--- src/design/two_pkg.sv ---
`default_nettype none
// ---------------------------------------------------------------------------
// two_pkg: shared constants and types
// Constants, arctangent table and controller/datapath command struct for the
// tracking wheel odometry block.
// ---------------------------------------------------------------------------
package two_pkg;

  localparam int unsigned CordicStepsDef = 16;
  localparam int unsigned AtanCount = 24;

  localparam logic [15:0] BackOffsetRst   = 16'd1472;
  localparam logic [15:0] DistPerDegRst   = 16'd1572;

  localparam logic signed [63:0] PiQ17      = 64'sd411775;
  localparam logic signed [63:0] TwoPiQ17   = 64'sd823550;
  localparam logic signed [63:0] HalfPiQ17  = 64'sd205887;
  localparam logic signed [31:0] GainQ28    = 32'sd163008218;
  localparam logic signed [31:0] DegToRad   = 32'sd74961321;
  localparam logic signed [63:0] CompLimit  = 64'sd4294967296;
  // floor(2^40 / TwoPiQ17)
  localparam logic signed [22:0] TwoPiRecipQ40 = 23'sd1335087;

  localparam logic CfgBackOffset = 1'b0;
  localparam logic CfgDistPerDeg = 1'b1;

  localparam logic CmdSample  = 1'b0;
  localparam logic CmdSetPose = 1'b1;

  typedef enum logic [3:0] {
    OP_IDLE, OP_DIST, OP_GYRO, OP_HEAD, OP_COMP, OP_QUOT, OP_REM, OP_ANGLE,
    OP_FOLD, OP_ITER, OP_GAIN, OP_ACCUM, OP_SETPOSE
  } op_t;

  typedef struct packed {
    op_t op;
    logic [4:0] step;
  } two_cmd_t;

  function automatic logic signed [17:0] atan_q17(input logic [4:0] i);
    case (i)
      5'd0:    atan_q17 = 18'sd102944;
      5'd1:    atan_q17 = 18'sd60771;
      5'd2:    atan_q17 = 18'sd32110;
      5'd3:    atan_q17 = 18'sd16299;
      5'd4:    atan_q17 = 18'sd8181;
      5'd5:    atan_q17 = 18'sd4095;
      5'd6:    atan_q17 = 18'sd2048;
      5'd7:    atan_q17 = 18'sd1024;
      5'd8:    atan_q17 = 18'sd512;
      5'd9:    atan_q17 = 18'sd256;
      5'd10:   atan_q17 = 18'sd128;
      5'd11:   atan_q17 = 18'sd64;
      5'd12:   atan_q17 = 18'sd32;
      5'd13:   atan_q17 = 18'sd16;
      5'd14:   atan_q17 = 18'sd8;
      5'd15:   atan_q17 = 18'sd4;
      5'd16:   atan_q17 = 18'sd2;
      5'd17:   atan_q17 = 18'sd1;
      5'd18:   atan_q17 = 18'sd1;
      default: atan_q17 = 18'sd0;
    endcase
  endfunction

endpackage
`default_nettype wire

--- src/design/two_ctrl.sv ---
`default_nettype none
// ---------------------------------------------------------------------------
// two_ctrl: sequencer
// Walks one transaction through the datapath steps and holds the result
// until the output side takes it.
// ---------------------------------------------------------------------------
module two_ctrl import two_pkg::*; #(
  parameter int unsigned CORDIC_STEPS = CordicStepsDef
) (
  input  wire logic     clk,
  input  wire logic     rst_n,
  input  wire logic     in_valid,
  output logic          in_ready,
  input  wire logic     in_cmd,
  output logic          out_valid,
  input  wire logic     out_ready,
  output two_cmd_t      cmd
);

  typedef enum logic [3:0] {
    S_IDLE, S_DIST, S_GYRO, S_HEAD, S_COMP, S_QUOT, S_REM, S_ANGLE, S_FOLD,
    S_ITER, S_GAIN, S_ACCUM, S_SET, S_OUT
  } state_t;

  localparam logic [4:0] LastStep = 5'(CORDIC_STEPS - 1);

  state_t     state_r;
  logic [4:0] step_r;
  logic       set_r;

  assign in_ready  = (state_r == S_IDLE);
  assign out_valid = (state_r == S_OUT);

  always_comb begin
    cmd.step = step_r;
    case (state_r)
      S_IDLE:  cmd.op = OP_IDLE;
      S_DIST:  cmd.op = OP_DIST;
      S_GYRO:  cmd.op = OP_GYRO;
      S_HEAD:  cmd.op = OP_HEAD;
      S_COMP:  cmd.op = OP_COMP;
      S_QUOT:  cmd.op = OP_QUOT;
      S_REM:   cmd.op = OP_REM;
      S_ANGLE: cmd.op = OP_ANGLE;
      S_FOLD:  cmd.op = OP_FOLD;
      S_ITER:  cmd.op = OP_ITER;
      S_GAIN:  cmd.op = OP_GAIN;
      S_ACCUM: cmd.op = OP_ACCUM;
      S_SET:   cmd.op = OP_SETPOSE;
      default: cmd.op = OP_IDLE;
    endcase
  end

  always_ff @(posedge clk) begin
    if (!rst_n) begin
      state_r <= S_IDLE;
      step_r  <= '0;
      set_r   <= 1'b0;
    end else begin
      case (state_r)
        S_IDLE: begin
          if (in_valid) begin
            state_r <= S_DIST;
            set_r   <= (in_cmd == CmdSetPose);
          end
        end
        S_DIST:  state_r <= set_r ? S_SET : S_GYRO;
        S_GYRO:  state_r <= S_HEAD;
        S_HEAD:  state_r <= S_COMP;
        S_COMP:  state_r <= S_QUOT;
        S_QUOT:  state_r <= S_REM;
        S_REM:   state_r <= S_ANGLE;
        S_ANGLE: state_r <= S_FOLD;
        S_FOLD: begin
          state_r <= S_ITER;
          step_r  <= '0;
        end
        S_ITER: begin
          if (step_r == LastStep) begin
            state_r <= S_GAIN;
          end else begin
            step_r <= step_r + 5'd1;
          end
        end
        S_GAIN:  state_r <= S_ACCUM;
        S_ACCUM: state_r <= S_OUT;
        S_SET:   state_r <= S_OUT;
        S_OUT: begin
          if (out_ready) state_r <= S_IDLE;
        end
        default: state_r <= S_IDLE;
      endcase
    end
  end

endmodule
`default_nettype wire

--- config.mk ---
export PLATFORM = sky130hd
export DESIGN_NAME = two_ctrl
export DESIGN_NICKNAME = d
export VERILOG_FILES = /design/src/design/two_pkg.sv /design/src/design/two_ctrl.sv
export SDC_FILE = /design/constraint.sdc
export NUM_CORES = 1
export LEC_CHECK = 0
export BUFFER_PORTS_ARGS = -buffer_cell sky130_fd_sc_hd__clkbuf_2
export CORE_MARGIN = 5
export CORE_UTILIZATION = 45
export DETAILED_ROUTE_END_ITERATION = 16
export PLACE_DENSITY = 0.71
export SLEW_MARGIN = 20
export SYNTH_ARGS = -nofsm -noshare
export SYNTH_HDL_FRONTEND = slang
export SYNTH_SLANG_ARGS = --single-unit
--- constraint.sdc ---
create_clock -name clk -period 1.9 [get_ports clk]
set_clock_uncertainty 0.05 [all_clocks]
set_input_delay 0.095 -clock clk [delete_from_list [all_inputs] [get_ports clk]]
set_output_delay 0.095 -clock clk [all_outputs]
set_load 0.01 [all_outputs]
# After elaboration in Yosys (flattened, before gate mapping)
# Memories as Yosys holds them, arrays and structs flattened. A register that Yosys moved wholly into a read port is not among the register bits.
# Cells that the tools add are included.
# totals
reg_bits,10
romBits,64
input_bits,5
out_inout_bits,11
word_cells,38
n_memories,1
# mem_list
memory,depth,width,rd,rd_ports_with_merged_regs,write_ports,line_no,text
(name not given),16,4,1,1,0,two_ctrl.sv:36,case (state_r)
# op_classes
add_sub_neg,1
eq_ne,18
muxes,9
reduce_logical,6
# ops
operator,n
4-bit one-hot mux with 13 select lines,1
"4-bit == test, second input constant",6
4-bit two-way mux,6
"4-bit by 3-bit == test with 1-bit output, second input constant",4
5-bit one-hot mux with 2 select lines,1
"4-bit by 2-bit == test with 1-bit output, second input constant",2
"2-bit inequality test, second input constant",3
"5-bit by 1-bit adder with 5-bit output, second input constant",1
"5-bit by 4-bit == test with 1-bit output, second input constant",1
5-bit two-way mux,1
"4-bit by 1-bit == test with 1-bit output, second input constant",1
4-bit logical NOT,1
2-bit AND reduction,2
3-bit AND reduction,1
"2-bit by 1-bit inequality test with 1-bit output, second input constant",1
2-bit nonzero test,1
2-bit OR reduction,1

# Logic depth before layout (Yosys ltp)
# depth
word_depth,5
depth_mapped,8
mapped_depth_nobuf,8

# Worst setup path before layout
# OpenSTA, ideal clock, no wires.
# synth_path
path_type,reg2reg
from,register step_r[0]
to,register cmd[7] (netlist name)
setup_ns,0.070
arrival_time_ns,1.787
required_ns,1.780
slack_ns,-0.007
path_stages_with_launch,9
path_buffers,0
synth_period_minus_slack_ns,1.907
cell_sequence,dfxtp_1 -> ha_1 -> and3_1 -> ha_1 -> nand3b_1 -> a211oi_2 -> o311ai_1 -> o21ai_2 -> a21boi_1
# synth_via
elab_chain_cells,5
# synth_rtl
element,line_no,text
start: declaration,two_ctrl.sv:28,logic [4:0] step_r;
start signal: assignment,two_ctrl.sv:82,step_r <= step_r + 5'd1;
5-bit by 4-bit == test with 1-bit output,two_ctrl.sv:79,if (step_r == LastStep) begin
2-bit inequality test (no line),n/a,
3-bit AND reduction (no line),n/a,
4-bit two-way mux (no line) (2 in series),n/a,
# No other way between the ends.
# A chain may end at the register's enable or synchronous reset.

# Worst setup path after layout
# layout_path
from,register step_r[0]
to,register cmd[8] (netlist name)
# layout_via
elab_chain_cells,5
# layout_rtl
element,line_no
5-bit by 4-bit == test with 1-bit output,two_ctrl.sv:79
2-bit inequality test (no line),n/a
3-bit AND reduction (no line),n/a
4-bit two-way mux (no line) (2 in series),n/a
# No other way between the ends.

==> flow_summary.yaml <==
setup_path:
  critPathRequiredTime_ps: 2060
  cp_max_fo: 3
  cp_data_arrival_time_ps: 2060
  timing.critical_path.to_type: "register"
  worst-setup-path-type: "reg2reg"
  setup.worst_path.start_class: "register"
detailed_routing:
  detail_route.iter0.violations: 6
  detail_route.wl_per_cell_um: 13.2
  avgViaCountPerCell: 5.57
  antenna_left: 0
  vias: 691
  dr.pass1.iters: 4
  wl_um: 1640
  remaining_drc_errors: 0
synth:
  synth_top_cell_by_area: "sky130_fd_sc_hd__dfxtp_1"
  synth_cells: 86
  postSynthNetCount: 93
  netlist.area_leader.share_pct: 39.0
  yosysWarningCount: 0
  synthDistinctLibCells: 34
  postSynth.asyncResetShare_pct: 0
  post_synth.cell_area_avg_um2: 8.35
  synth-edff-count: 0
  ys_top_cells_by_count: "14 x sky130_fd_sc_hd__dfxtp_1, 9 x sky130_fd_sc_hd__a21oi_1, 6 x sky130_fd_sc_hd__inv_1, 6 x sky130_fd_sc_hd__nand2_1"
  syn_area_um2: 718
  synth_seq_area_share_pct: 39.0
  synth.ff_latch_count: 14
  synth_most_common_cell: "sky130_fd_sc_hd__dfxtp_1"
  synth.area.top_cells: "sky130_fd_sc_hd__dfxtp_1 39%, sky130_fd_sc_hd__a21oi_1 6.3%, sky130_fd_sc_hd__nor2b_1 4.4%"
  yosys_most_used_dff: "sky130_fd_sc_hd__dfxtp_1"
placement:
  post-place-cells: 119
  gp_congestion: 0.793
  post_dp_cell_area_um2: 858
  dp.final_hpwl_um: 1170
  numPortBuffers: 15
  placement.setup.worst_slack_ps: -16.1
global_routing:
  grt_antenna_before_repair: 0
  global_route.overflow_total: 0
  first_global_vias: 619
  grt_first_pass_wirelength_um: 2620
  globalRouteTotalUtil_pct: 13.6
  grt_max_degree: 14
clock_tree:
  cts.clk_slew.worst_paths_ps: 90
  cts_tree: "yes"
  total_cts_buffers: 3
  ctsRootBufferMaster: "sky130_fd_sc_hd__clkbuf_4"
  htree_num_levels: 1
  cts_sinks: 14
  ctsLongestPathBuffers: 2
  insertion_delay_ps: 280
timing:
  timing.final.max_slew_violations: 0
  fin_hold_viols: 0
  layout_min_cycle_time_ps: 1900
  setup_viol: 0
  rsz_0062_raised_after_global_routing: "yes"
  setup_ws_ps: 3.39
  finalHoldWorstSlack_ps: 32.6
  post-route-period-util_pct: 99.8
  max_freq_mhz: 527
  normalized_max_slew_margin_pct: 71.3
  timing_worst_slew_pin_value_ps: 430
status:
  run_status: "finished clean"
cells_and_area:
  area_growth_syn_to_fin_pct: 30.5
  drive_above_1_share_pct: 32.4
  antenna_cell_count: 0
  design.final.nets: 116
  layout.cells.non_filler: 124
  post-route-cell-area_um2: 937
flow_run:
  drv_cap: 0
floorplan:
  floorplan.io_pins: 16
  coreArea_mm2: 0.00151
  die_width_um: 50.0
  row_count: 14
  floorplan.initialDensity_pct: 47.7
  die_y_um: 50.0
  fp.dieArea_mm2: 0.00250
hold_path:
  hp-class: "in2reg"
power_and_ir_drop:
  cellLeakagePower_nw: 0.386
  cellPowerDensity_mw_per_mm2: 1160
  largest_vdd_supply_drop_mv: 0.645
[final cells by class]
type	count	area (um^2)
fill	139	569
inverter	6	22.5
sequential	14	283
clock buffer	4	36.3
multi-input combinational	62	445
timing repair buffer	22	130
tap	16	20.0
[worst max-delay path, stage by stage, from the launching register on]
cell,delay (ps)
sky130_fd_sc_hd__dfxtp_2,350
sky130_fd_sc_hd__ha_4,160
sky130_fd_sc_hd__and3_4,180
sky130_fd_sc_hd__ha_4,150
sky130_fd_sc_hd__nand3b_1,190
sky130_fd_sc_hd__a211oi_4,300
sky130_fd_sc_hd__o31a_2,220
sky130_fd_sc_hd__o21ai_2,70
sky130_fd_sc_hd__a21boi_1,150
[state kept, by name, indices dropped and copies added (netlist names)]
name / count
step_r: 5
set_r: 1
cmd: 4
state_r: 4
[metrics by stage]
| stage | power, mW | TNS (ps) | utilization (%) |
|---|---|---|---|
| finish | 1.08 | 0 | 62.2 |
| global route | 1.15 | -157 | 62.2 |
| detailed placement | 0.855 | -31.4 | 57.0 |
| floorplan | 0.727 | 0 | - |
| global placement | 0.842 | -1.95 | 57.0 |
| CTS | 1.08 | 0 | 60.4 |
[cells by family (layout without fill, tap and decap cells)]
| family | count (synthesis) | count (layout) | synth area share [%] |
|---|---|---|---|
| AND/OR/NAND/NOR | 34 | 34 | 26.3 |
| AO/OA/AOI/OAI | 23 | 23 | 21.4 |
| flip-flops | 14 | 14 | 39.0 |
| XOR/XNOR | 2 | 2 | 2.44 |
| buffers and inverters | 10 | 32 | 5.92 |
| multiplexers | 1 | 1 | 1.39 |
| adder cells (fa/ha/maj) | 2 | 2 | 3.48 |
[layout by cell type, fill, tap and decap left out, drive strengths merged, types with 4 or more instances in the layout]
master / Yosys / final
nand2: 6 / 6
a21oi: 9 / 9
clkbuf: 0 / 19
inv: 6 / 6
nor2: 4 / 4
buf: 4 / 6
nor2b: 5 / 5
o21ai: 4 / 4
dfxtp: 14 / 14
nor3: 5 / 5
[metal layers]
metal  track usage [%]  routed length [um]
met3              3.31                  98
met4              10.5                  42
met2              23.5                 855
met5                 0                   0
met1              13.6                 639
[power breakdown]
part	internal (mW)	switching, mW	total [mW]
Sequential	0.352	0.0963	0.449
Clock	0.117	0.0982	0.215
Combinational	0.200	0.221	0.421
[path summary, 6_finish.rpt]
| path | cells past startpoint | slack, ps | to | from |
|---|---|---|---|---|
| setup / recovery | 8 | 3 | cmd[8] | step_r[0] |
| hold / removal | 3 | 30 | set_r | in_valid |
| hold reg to reg | 2 | 450 | set_r | set_r |
| setup reg to reg | 8 | 3 | cmd[8] | step_r[0] |
[timing repair]
action / CTS / global route
hold buffers: 1 / 0
pin swaps: 4 / 1
endpoints found under the setup margin: 2 / 4
resized for setup: 1 / 3
buffers inserted: 0 / 0
hold endpoints to repair: 1 / 0
(Power assumes the default switching activity.)
